[config.mk]
export PLATFORM = sky130hd
export DESIGN_NAME = process_id_allocator_unit
export DESIGN_NICKNAME = d
export VERILOG_FILES = /design/src/pia_pkg.sv /design/src/pia_cell.sv /design/src/pia_ctrl.sv /design/src/process_id_allocator_unit.sv
export SDC_FILE = /design/constraint.sdc
export NUM_CORES = 1
export LEC_CHECK = 0
export CAP_MARGIN = 25
export CORE_ASPECT_RATIO = 0.8
export CORE_MARGIN = 2
export CORE_UTILIZATION = 27
export CTS_CLUSTER_DIAMETER = 50
export DETAILED_ROUTE_END_ITERATION = 10
export DONT_BUFFER_PORTS = 1
export GPL_TIMING_DRIVEN = 0
export SLEW_MARGIN = 20
export SYNTH_ARGS = -nofsm -noshare
export SYNTH_HDL_FRONTEND = slang
export SYNTH_SLANG_ARGS = --single-unit
[constraint.sdc]
create_clock -name clk -period 33.1 [get_ports clk]
set_input_delay 1.655 -clock clk [delete_from_list [all_inputs] [get_ports clk]]
set_output_delay 1.655 -clock clk [all_outputs]
set_load 0.01 [all_outputs]
[src/pia_pkg.sv]
// Shared types and constants for the process id allocator.
package pia_pkg;

  localparam int PID_W     = 7;
  localparam int STATUS_W  = 2;
  localparam int S_TDATA_W = 8;
  localparam int M_TDATA_W = 16;

  typedef enum logic {
    OP_ALLOC   = 1'b0,
    OP_RELEASE = 1'b1
  } op_t;

  typedef enum logic [STATUS_W-1:0] {
    ST_OK      = 2'd0,
    ST_FULL    = 2'd1,
    ST_UNKNOWN = 2'd2
  } status_t;

  typedef enum logic [2:0] {
    S_IDLE,
    S_RELEASE,
    S_CHECK,
    S_INSERT,
    S_RESP
  } state_t;

  typedef struct packed {
    logic shift;
    logic fb_valid;
  } ring_ctl_t;

endpackage

[src/pia_cell.sv]
// One slot of the id ring: a valid bit and a stored id, passed on to the neighbour.
module pia_cell #(
  parameter int ID_W = 8
) (
  input  logic            clk,
  input  logic            rst,
  input  logic            shift,
  input  logic            din_valid,
  input  logic [ID_W-1:0] din_id,
  output logic            dout_valid,
  output logic [ID_W-1:0] dout_id
);

  logic            valid;
  logic [ID_W-1:0] id;

  always_ff @(posedge clk) begin
    if (rst) begin
      valid <= 1'b0;
    end else if (shift) begin
      valid <= din_valid;
    end
  end

  always_ff @(posedge clk) begin
    if (shift) begin
      id <= din_id;
    end
  end

  assign dout_valid = valid;
  assign dout_id    = id;

endmodule

[src/pia_ctrl.sv]
// Request sequencer: walks the id ring for release, rescan and insert passes.
module pia_ctrl #(
  parameter int SLOTS     = 64,
  parameter int PID_LIMIT = 128,
  parameter int ID_W      = 8
) (
  input  logic                       clk,
  input  logic                       rst,
  input  logic                       s_tvalid,
  output logic                       s_tready,
  input  logic [pia_pkg::S_TDATA_W-1:0] s_tdata,
  input  logic                       s_tuser,
  output logic                       m_tvalid,
  input  logic                       m_tready,
  output logic [pia_pkg::M_TDATA_W-1:0] m_tdata,
  input  logic                       head_valid,
  input  logic [ID_W-1:0]            head_id,
  output pia_pkg::ring_ctl_t         ring_ctl,
  output logic [ID_W-1:0]            fb_id
);
  import pia_pkg::*;

  localparam int CNT_W = $clog2(SLOTS + 1);
  localparam int IDX_W = $clog2(SLOTS);
  localparam int CMP_W = (ID_W > PID_W) ? ID_W : PID_W;
  localparam int ID_W1 = ID_W + 1;
  localparam int FULL_COUNT = (SLOTS < PID_LIMIT - 1) ? SLOTS : PID_LIMIT - 1;

  state_t              state, state_next;
  logic [IDX_W-1:0]    cnt, cnt_next;
  logic [ID_W-1:0]     cand, cand_next;
  logic [ID_W-1:0]     bnd, bnd_next;
  logic                hit, hit_next;
  logic [CMP_W-1:0]    key, key_next;
  logic [ID_W-1:0]     last_issued, last_issued_next;
  logic [ID_W-1:0]     safe_bound, safe_bound_next;
  logic [CNT_W-1:0]    live_count, live_count_next;
  logic [PID_W-1:0]    res_pid, res_pid_next;
  status_t             res_status, res_status_next;
  logic                m_tvalid_next;
  logic [M_TDATA_W-1:0] m_tdata_next;

  logic                pass_end;
  logic                match;
  logic                hit_now;
  logic [ID_W-1:0]     bnd_now;
  logic [ID_W1-1:0]    cand_up;
  logic [ID_W1-1:0]    cand_inc;
  logic [PID_W-1:0]    req_pid;

  assign req_pid  = s_tdata[PID_W-1:0];
  assign pass_end = (cnt == IDX_W'(SLOTS - 1));
  assign match    = head_valid &&
                    (CMP_W'(head_id) == ((state == S_CHECK) ? CMP_W'(cand) : key));
  assign hit_now  = hit | match;
  assign bnd_now  = (head_valid && head_id > cand && head_id < bnd) ? head_id : bnd;
  assign cand_up  = ID_W1'(last_issued) + ID_W1'(1);
  assign cand_inc = ID_W1'(cand) + ID_W1'(1);

  always_ff @(posedge clk) begin
    if (rst) begin
      state       <= S_IDLE;
      last_issued <= ID_W'(PID_LIMIT);
      safe_bound  <= ID_W'(PID_LIMIT);
      live_count  <= '0;
      m_tvalid    <= 1'b0;
    end else begin
      state       <= state_next;
      last_issued <= last_issued_next;
      safe_bound  <= safe_bound_next;
      live_count  <= live_count_next;
      m_tvalid    <= m_tvalid_next;
    end
  end

  always_ff @(posedge clk) begin
    cnt        <= cnt_next;
    cand       <= cand_next;
    bnd        <= bnd_next;
    hit        <= hit_next;
    key        <= key_next;
    res_pid    <= res_pid_next;
    res_status <= res_status_next;
    m_tdata    <= m_tdata_next;
  end

  always_comb begin
    state_next       = state;
    cnt_next         = cnt;
    cand_next        = cand;
    bnd_next         = bnd;
    hit_next         = hit;
    key_next         = key;
    last_issued_next = last_issued;
    safe_bound_next  = safe_bound;
    live_count_next  = live_count;
    res_pid_next     = res_pid;
    res_status_next  = res_status;
    m_tvalid_next    = m_tvalid && !m_tready;
    m_tdata_next     = m_tdata;
    s_tready         = 1'b0;
    ring_ctl.shift    = 1'b0;
    ring_ctl.fb_valid = head_valid;
    fb_id             = head_id;

    case (state)
      S_IDLE: begin
        s_tready = 1'b1;
        cnt_next = '0;
        hit_next = 1'b0;
        bnd_next = ID_W'(PID_LIMIT);
        if (s_tvalid) begin
          if (op_t'(s_tuser) == OP_RELEASE) begin
            key_next     = CMP_W'(req_pid);
            res_pid_next = req_pid;
            state_next   = S_RELEASE;
          end else if (live_count >= CNT_W'(FULL_COUNT)) begin
            res_pid_next    = '0;
            res_status_next = ST_FULL;
            state_next      = S_RESP;
          end else if (cand_up >= ID_W1'(PID_LIMIT)) begin
            cand_next  = ID_W'(1);
            state_next = S_CHECK;
          end else if (cand_up >= ID_W1'(safe_bound)) begin
            cand_next  = ID_W'(cand_up);
            state_next = S_CHECK;
          end else begin
            cand_next  = ID_W'(cand_up);
            state_next = S_INSERT;
          end
        end
      end
      S_RELEASE: begin
        ring_ctl.shift = 1'b1;
        cnt_next       = cnt + IDX_W'(1);
        hit_next       = hit_now;
        if (match && !hit) begin
          ring_ctl.fb_valid = 1'b0;
        end
        if (pass_end) begin
          res_status_next = hit_now ? ST_OK : ST_UNKNOWN;
          if (hit_now) begin
            live_count_next = live_count - CNT_W'(1);
          end
          state_next = S_RESP;
        end
      end
      S_CHECK: begin
        ring_ctl.shift = 1'b1;
        cnt_next       = cnt + IDX_W'(1);
        hit_next       = hit_now;
        bnd_next       = bnd_now;
        if (pass_end) begin
          hit_next = 1'b0;
          cnt_next = '0;
          if (hit_now) begin
            cand_next = (cand_inc >= ID_W1'(PID_LIMIT)) ? ID_W'(1) : ID_W'(cand_inc);
            bnd_next  = ID_W'(PID_LIMIT);
          end else begin
            safe_bound_next = bnd_now;
            state_next      = S_INSERT;
          end
        end
      end
      S_INSERT: begin
        ring_ctl.shift = 1'b1;
        cnt_next       = cnt + IDX_W'(1);
        if (!head_valid && !hit) begin
          ring_ctl.fb_valid = 1'b1;
          fb_id             = cand;
          hit_next          = 1'b1;
        end
        if (pass_end) begin
          last_issued_next = cand;
          live_count_next  = live_count + CNT_W'(1);
          res_pid_next     = PID_W'(cand);
          res_status_next  = ST_OK;
          state_next       = S_RESP;
        end
      end
      S_RESP: begin
        if (!m_tvalid || m_tready) begin
          m_tvalid_next = 1'b1;
          m_tdata_next  = M_TDATA_W'({res_status, res_pid});
          state_next    = S_IDLE;
        end
      end
      default: begin
        state_next = S_IDLE;
      end
    endcase
  end

endmodule

[src/process_id_allocator_unit.sv]
// Process id allocator: one request at a time over a rotating ring of SLOTS id cells.
// A full table is answered without a ring pass; release or allocate without rescan takes one ring pass;
// allocate with rescan takes one check pass per candidate tried, then one insert pass.
// One request in flight; each ring pass visits all SLOTS cells, one cell a cycle.
// Reset clears every cell valid bit, the live count and the output valid;
// last issued id and safe bound restart at PID_LIMIT.
module process_id_allocator_unit #(
  parameter int SLOTS     = 64,
  parameter int PID_LIMIT = 128
) (
  input  logic                          clk,
  input  logic                          rst,
  input  logic                          s_tvalid,
  output logic                          s_tready,
  input  logic [pia_pkg::S_TDATA_W-1:0] s_tdata,  // [6:0] pid, [7] zero
  input  logic                          s_tuser,  // [0] operation
  output logic                          m_tvalid,
  input  logic                          m_tready,
  output logic [pia_pkg::M_TDATA_W-1:0] m_tdata   // [6:0] pid_res, [8:7] status, [15:9] zero
);
  import pia_pkg::*;

  localparam int ID_W = $clog2(PID_LIMIT + 1);

  ring_ctl_t             ring_ctl;
  logic [ID_W-1:0]       fb_id;
  logic [SLOTS-1:0]      ring_valid;
  logic [ID_W-1:0]       ring_id [SLOTS];

  pia_ctrl #(
    .SLOTS     (SLOTS),
    .PID_LIMIT (PID_LIMIT),
    .ID_W      (ID_W)
  ) u_ctrl (
    .clk        (clk),
    .rst        (rst),
    .s_tvalid   (s_tvalid),
    .s_tready   (s_tready),
    .s_tdata    (s_tdata),
    .s_tuser    (s_tuser),
    .m_tvalid   (m_tvalid),
    .m_tready   (m_tready),
    .m_tdata    (m_tdata),
    .head_valid (ring_valid[0]),
    .head_id    (ring_id[0]),
    .ring_ctl   (ring_ctl),
    .fb_id      (fb_id)
  );

  for (genvar i = 0; i < SLOTS; i++) begin : g_cell
    if (i == SLOTS - 1) begin : g_tail
      pia_cell #(.ID_W(ID_W)) u_cell (
        .clk        (clk),
        .rst        (rst),
        .shift      (ring_ctl.shift),
        .din_valid  (ring_ctl.fb_valid),
        .din_id     (fb_id),
        .dout_valid (ring_valid[i]),
        .dout_id    (ring_id[i])
      );
    end else begin : g_body
      pia_cell #(.ID_W(ID_W)) u_cell (
        .clk        (clk),
        .rst        (rst),
        .shift      (ring_ctl.shift),
        .din_valid  (ring_valid[i+1]),
        .din_id     (ring_id[i+1]),
        .dout_valid (ring_valid[i]),
        .dout_id    (ring_id[i])
      );
    end
  end

`ifndef SYNTH
  a_idle_ring_still: assert property (@(posedge clk) disable iff (rst)
    s_tready |-> !ring_ctl.shift)
    else $error("ring moves while requests are taken");

  a_busy_after_accept: assert property (@(posedge clk) disable iff (rst)
    (s_tvalid && s_tready) |=> !s_tready)
    else $error("second request taken before the first completes");

  a_reset_clears: assert property (@(posedge clk)
    rst |=> (!m_tvalid && s_tready && !ring_ctl.shift))
    else $error("reset did not clear output and sequencer");
`endif

endmodule

==> metrics.csv, run 1 <==
stage;metric;value;unit
route;First DRT Iteration DRCs;922;
timing;Slew Limit Fails;0;
power_and_ir_drop;Internal Power;1.66;mW
power_and_ir_drop;Clock Power Share;0.326;
cells_and_area;area grow syn2layout;17.1;%
global_routing;grt ovf;0;
setup_path;Critical Path End Type;flop;
yosys;post-synthesis sequential area ratio;0.848;
global_routing;GR Util All Layers;0.0753;
global_routing;met2 Use GR;0.102;
yosys;FFs w/ async S/R, synth;0;
power_and_ir_drop;Sw Share;0.237;
power_and_ir_drop;Pwr Density;84.7;nW/um2
run_status;status;finished clean;
yosys;top post-synthesis cells by area;edfxtp_1 76%, dfxtp_1 8.3%, nand2_1 2.9%;
power_and_ir_drop;leakage;8.36;nW
setup_path;Buf/Inv on CP;3;
yosys;Post-Syn Area;22000;um2
cells_and_area;layout cells sized above 1;0.101;
setup_path;slowest stage delay, CP;0.54;ns
yosys;Top FF cell, synth;edfxtp_1;
clock_tree;Post-CTS Resized;0;
timing;Final setup violation count;0;
timing;final hold vios;0;
floorplan;core area;80500;um2
clock_tree;H-tree depth;2;
setup_path;WS Path Type;reg2reg;
setup_path;stages on the worst setup path;13;
yosys;EDFF count, synth;560;
setup_path;crit-path max FO;15;
placed_design;hpwl dp;19.2;mm
timing;Setup Skew;0.0263;ns
setup_path;critical-path cell list;nor2b_1, and2_1, clkbuf_1, clkinv_1, clkbuf_1, fa_1, a211oi_1, o21bai_1, a21oi_1, xnor2_1, a211oi_1, xnor2_1, nor2_1;
timing;unrepaired setup endpoints after global routing;no;
cells_and_area;nets@finish;1362;
timing;fin crit share;0.114;
power_and_ir_drop;combinational power share;0.096;
run;max-cap violations;0;
setup_path;CP top delay family;compound AO/OA/AOI/OAI gates;
route;drc violations;0;
route;ANT nets after route;0;
placed_design;gp weighted congestion;0.798;
yosys;Synth top area share;0.765;
cells_and_area;antenna diode count;0;
clock_tree;CTS sink cnt;651;
clock_tree;Hold Buf Count CTS;0;
floorplan;DIE HEIGHT;259;um
floorplan;Chip Width;323;um
floorplan;num ports;31;
global_routing;global route hottest layer;met1;
route;final wirelength;32.1;mm
clock_tree;Clock Path Buffers;3;
route;Vias/cell;4.06;
setup_path;Arrival @ worst endpoint;4.26;ns
yosys;register bit total from synthesis;651;
route;per-cell routed wire length;13.0;um
route;Pre-antenna DRT Iters;5;
yosys;count of different cell masters after synthesis;61;
yosys;post-synthesis instance total;1235;
cells_and_area;Filler cells;7685;
floorplan;cell row count;93;
yosys;yosys warns;0;
timing;fmax;265;MHz
route;DR vias;9985;
min_path;hold path depth;0;
timing;post-route setup TNS;0;ns
power_and_ir_drop;Reg power frac;0.577;
timing;minimum clock period;3.77;ns
setup_path;Worst setup SP type;flop;
floorplan;initial core utilization;0.273;
global_routing;first-pass GRT wire length;50.8;mm
power_and_ir_drop;switching power;516;uW
setup_path;Worst path slowest cell;fa_1;
clock_tree;Worst-Skew Late Latency;0.62;ns
clock_tree;TritonCTS Buffers;61;
clock_tree;CTS tree;yes;
global_routing;M3 GR Usage;0.0198;
global_routing;GR Util met1;0.114;
clock_tree;Root Buffer;clkbuf_16;
min_path;Tightest Hold Check Type;reg2reg;
global_routing;largest net degree at the start of global routing;60;
timing;worst slew pin tran;0.784;ns
setup_path;R2R cell count;13;
timing;max_slew headroom;0.477;
yosys;top-count cell post-synth;edfxtp_1;
yosys;area leader, netlist;edfxtp_1;
setup_path;required time worst endpoint;33.59;ns
global_routing;initial antenna violation count;1;
clock_tree;clk slew on worst S/H paths;0.06;ns
floorplan;DIE AREA;83700;um2
global_routing;vias in the first global route;9455;
power_and_ir_drop;VDD IR-drop max;0.0494;mV
placed_design;IO buf count;0;
clock_tree;Post-CTS Setup Inserts;0;
yosys;Avg Inst Size Synth;17.8;um2
timing;hold_ws;0.407;ns
yosys;Synth top cells by count;560 x edfxtp_1, 168 x nand2_1, 91 x dfxtp_1;
## metrics by stage
stage               power, mW  area [um2]  cells   util  worst slack (ns)
finish                   2.18       25700   2461  0.320             29.33
global route             2.28       25700   2461  0.320             29.01
CTS                      2.21       25700   2460  0.320             29.36
detailed placement       1.49       23600   2344  0.293             29.39
global placement         1.64       23400   2334  0.290             12.65
floorplan                1.52       22000   1242      -             17.15
## flip-flops by register name (all words and copies together) (netlist names)
signal	count
u_ctrl.last_issued	8
u_ctrl.state	3
g_cell.g_tail.u_cell.dout_id	8
u_ctrl.safe_bound	8
g_cell.g_tail.u_cell.dout_valid	1
u_ctrl.hit	1
u_ctrl.key	7
g_cell.g_body.u_cell.dout_id	504
u_ctrl.m_tdata	9
u_ctrl.res_pid	7
u_ctrl.cand	8
u_ctrl.live_count	7
u_ctrl.cnt	6
g_cell.g_body.u_cell.dout_valid	63
u_ctrl.m_tvalid	1
u_ctrl.res_status	2
u_ctrl.bnd	8
## area by class of cell
| class | count | area, um2 | area share |
|---|---|---|---|
| buffer | 44 | 228 | 0.00885 |
| clock buffer | 70 | 1580 | 0.0615 |
| clock inverter | 46 | 520 | 0.0202 |
| inverter | 33 | 124 | 0.00481 |
| multi-input combinational | 514 | 3030 | 0.118 |
| sequential | 651 | 18600 | 0.724 |
| tap | 1092 | 1370 | 0.0531 |
| timing repair buffer | 11 | 243 | 0.00943 |
## layout by cell type, fill, tap and decap left out, types with 3 or more instances in the layout
cell type / count
edfxtp_1: 560
nand2_1: 168
dfxtp_1: 91
a21oi_1: 86
clkbuf_16: 62
nor2_1: 47
clkbuf_1: 37
inv_1: 32
ha_1: 32
xnor2_1: 21
o21ai_0: 21
nand3_1: 19
mux2i_1: 14
clkinv_2: 14
clkinv_1: 11
a211oi_1: 10
xor2_1: 9
bufinv_16: 9
conb_1: 8
nand2b_1: 7
buf_4: 7
and3_1: 6
nor3_1: 6
a21o_1: 6
buf_16: 5
buf_12: 5
buf_6: 4
o2bb2ai_1: 4
clkinv_4: 4
buf_2: 3
nor2b_1: 3
nand4_1: 3
o21bai_1: 3
inv_8: 3
## power groups by stage
stage	logic, mW	registers (mW)	clock network, mW
final	0.210	1.26	0.711
after CTS	0.213	1.26	0.737
after floorplan	0.136	1.39	0
after global placement	0.176	1.46	0
after detailed placement	0.214	1.27	0
after global routing	0.235	1.28	0.767
## logic make-up after synthesis
group | synth area share
compound gates | 0.0445
xor+xnor | 0.0127
mux | 0.00791
buf+inv | 0.0158
flops | 0.848
fa+ha+maj | 0.0191
other cells | 0.000171
simple gates | 0.0520
## metal layers
metal | part of all wire | up-vias
li1 | - | 4747
met1 | 0.51 | 4982
met2 | 0.40 | 195
met3 | 0.054 | 61
met4 | 0.026 | 0
met5 | 0 | -
## worst paths after layout
check	from	to	slack, ns
worst min register to register	g_cell[17].g_body.u_cell.dout_id[3]	g_cell[16].g_body.u_cell.dout_id[3]	0.41
worst min-delay path	g_cell[17].g_body.u_cell.dout_id[3]	g_cell[16].g_body.u_cell.dout_id[3]	0.41
worst max register to register	u_ctrl.state[0]	u_ctrl.live_count[6]	29.33
worst max-delay path	u_ctrl.state[0]	u_ctrl.live_count[6]	29.33
Note: power is estimated with default switching activity, not from simulation.
==> inputs of run 2 (changes only) <==
clock period = 3.8 ns   (was 33.1 ns; I/O delays follow)
==> run 2 against run 1 <==
  * Cell count grew 0.28%
  * Largest cell class unchanged
  * Critical path depth unchanged
  * Utilization down 0.093 points
  * Setup slack worse by 29 ns
  * Non-clock buffer count increased by 3
  * Combinational power rose to 8.1 times the previous value
  * Worst hold slack worse by 0.32 ns
  * Clock power rose to 8.6 times the previous value
  * Register-to-register slack worse by 29 ns
  * Critical endpoint unchanged
==> metrics.csv, run 2 (synthesis gave the netlist of run 1 again) <==
stage;metric;value;unit;change
placed_design;hpwl dp;18.5;mm;-3.4%
cells_and_area;layout cells sized above 1;0.0902;;-0.0106
timing;Final setup violation count;0;;unchanged
clock_tree;Clock Path Buffers;3;;unchanged
route;drc violations;0;;unchanged
power_and_ir_drop;leakage;8.30;nW;-0.66%
min_path;min-delay src;m_tready;;
timing;post-route setup TNS;0;ns;unchanged
clock_tree;CTS tree;yes;;
min_path;Hold Path Sink;u_ctrl.m_tvalid;;
min_path;hold path depth;2;;+2
floorplan;Chip Width;323;um;unchanged
timing;fin crit share;0.907;;+0.793
cells_and_area;commonest cells after routing, fill and taps aside;560 x edfxtp_1, 168 x nand2_1, 91 x dfxtp_1;;
run;max-cap violations;0;;unchanged
placed_design;dpl ws;-0.00297;ns;-29.39 ns
setup_path;Worst setup SP type;flop;;
setup_path;crit-path max FO;15;;unchanged
timing;Setup Skew;0.0159;ns;-0.0104 ns
cells_and_area;Filler cells;7758;;+0.95%
timing;worst slew pin tran;1.03;ns;+0.250 ns
floorplan;initial core utilization;0.273;;unchanged
placed_design;IO buf count;0;;unchanged
run_status;status;finished clean;;
route;Vias/cell;4.05;;about the same
setup_path;R2R Path End;u_ctrl.live_count[6];;
timing;max_slew headroom;0.303;;-0.174
setup_path;Arrival @ worst endpoint;3.89;ns;-0.37 ns
timing;hold_ws;0.0869;ns;-0.320 ns
floorplan;DIE HEIGHT;259;um;unchanged
cells_and_area;max reg flops;504;;unchanged
global_routing;largest net degree at the start of global routing;177;;+200%
floorplan;num ports;31;;unchanged
setup_path;Reg2Reg Setup Slack;0.35;ns;-28.98 ns
global_routing;vias in the first global route;9674;;+2.3%
setup_path;worst r2r src;u_ctrl.state[0];;
clock_tree;clk slew on worst S/H paths;0.06;ns;about the same
floorplan;core area;80500;um2;unchanged
timing;Final WS setup;0.354;ns;-28.98 ns
timing;minimum clock period;3.45;ns;-0.323 ns
route;ANT nets after route;0;;unchanged
setup_path;Critical Path End Type;flop;;
power_and_ir_drop;total power;18.8;mW;+760%
route;Pre-antenna DRT Iters;5;;unchanged
setup_path;R2R cell count;13;;unchanged
global_routing;initial antenna violation count;2;;+1
timing;fmax;290;MHz;+9.4%
route;per-cell routed wire length;13.2;um;+1.4%
min_path;Tightest Hold Check Type;in2reg;;
power_and_ir_drop;VDD IR-drop max;0.586;mV;+1100%
clock_tree;Worst-Skew Late Latency;0.58;ns;-0.04 ns
global_routing;GR Util All Layers;0.0774;;+0.00211
clock_tree;CTS sink cnt;651;;unchanged
placed_design;dpl cells;2337;;-0.30%
clock_tree;H-tree depth;3;;+1
power_and_ir_drop;Pwr Density;732;nW/um2;+760%
route;final wirelength;32.6;mm;+1.7%
cells_and_area;area grow syn2layout;16.7;%;
route;DR vias;10000;;+0.20%
floorplan;cell row count;93;;unchanged
timing;Slew Limit Fails;0;;unchanged
cells_and_area;nets@finish;1370;;+0.59%
global_routing;first-pass GRT wire length;52.0;mm;+2.3%
setup_path;WS Path Type;reg2reg;;
setup_path;required time worst endpoint;4.25;ns;-29.34 ns
clock_tree;Root Buffer;clkbuf_16;;
timing;unrepaired setup endpoints after global routing;no;;
floorplan;DIE AREA;83700;um2;unchanged
route;First DRT Iteration DRCs;956;;+3.7%
timing;final hold vios;0;;unchanged
placed_design;gp weighted congestion;0.831;;+4.2%
clock_tree;TritonCTS Buffers;66;;+8.2%
cells_and_area;most common cell after layout, fill and taps aside;edfxtp_1;;
global_routing;grt ovf;0;;unchanged
cells_and_area;fin cells;2468;;+0.28%
==> run 2: cell count changes in the layout (fill, tap and decap cells not counted), moves of 2 or more <==
cell / change
bufinv_16: -6
clkinv_8: -2
buf_12: -5
buf_16: -2
clkinv_1: +2
clkinv_2: -9
diode_2: +2
inv_8: -2
clkbuf_16: +8
clkbuf_1: +9
dlygate4sd3_1: +9
buf_4: +2
==> run 2: worst max path at each step <==
stage / start / end / slack, ns
after global placement: u_ctrl.state[1] / g_cell[19].g_body.u_cell.dout_id[4] / -0.50
after CTS: u_ctrl.state[0] / u_ctrl.live_count[6] / 0.13
final: u_ctrl.state[0] / u_ctrl.live_count[6] / 0.35
after detailed placement: u_ctrl.state[0] / u_ctrl.live_count[6] / -0.003
after global routing: u_ctrl.state[0] / u_ctrl.live_count[6] / 0.05
after floorplan: u_ctrl.state[2] / g_cell[0].g_body.u_cell.dout_id[0] / 0.31
==> run 2: power by group <==
part / switching [mW] / internal, mW / total (mW)
Sequential: 0.555 / 10.4 / 11.0
Clock: 2.52 / 3.56 / 6.08
Combinational: 1.35 / 0.344 / 1.70
==> run 2: through the flow <==
step	utilization	area (um2)
after floorplan	-	22000
after global placement	0.290	23400
after detailed placement	0.292	23500
after CTS	0.318	25600
after global routing	0.319	25700
final	0.319	25700
==> run 2: final cells by class <==
class,count,area (um2),share of cell area
clock buffer,88,1810,0.0705
multi-input combinational,514,3030,0.118
tap,1092,1370,0.0533
clock inverter,30,244,0.00951
inverter,33,128,0.00497
sequential,651,18600,0.726
buffer,44,246,0.00961
antenna,2,5.00,0.000195
timing repair buffer,14,188,0.00731
==> run 2: layer usage <==
metal / track usage / part of all wire
met1: 0.115 / 0.52
met2: 0.106 / 0.41
met3: 0.0222 / 0.048
met4: 0.0287 / 0.025
met5: 0 / 0.00040
==> run 2: what timing repair did <==
item | in CTS | in global routing
hold buffers | 9 | 0
setup buffers | 0 | 2
endpoints found under the setup margin | 1 | 1
hold endpoints to repair | 19 | 0
gates cloned | 0 | 0
gates resized for setup | 1 | 2
pin swaps | 0 | 0
==> run 2: worst max-delay path, stage by stage (launching register included) <==
cell and delay (ns):
dfxtp_1 0.43, nor2b_2 0.23, and2_1 0.14, clkbuf_1 0.27, clkinvlp_4 0.21, clkbuf_2 0.30, fa_1 0.49, a211oi_1 0.33
o21bai_1 0.14, a21oi_1 0.21, xnor2_1 0.08, a211oi_1 0.27, xnor2_1 0.16, nor2_1 0.05
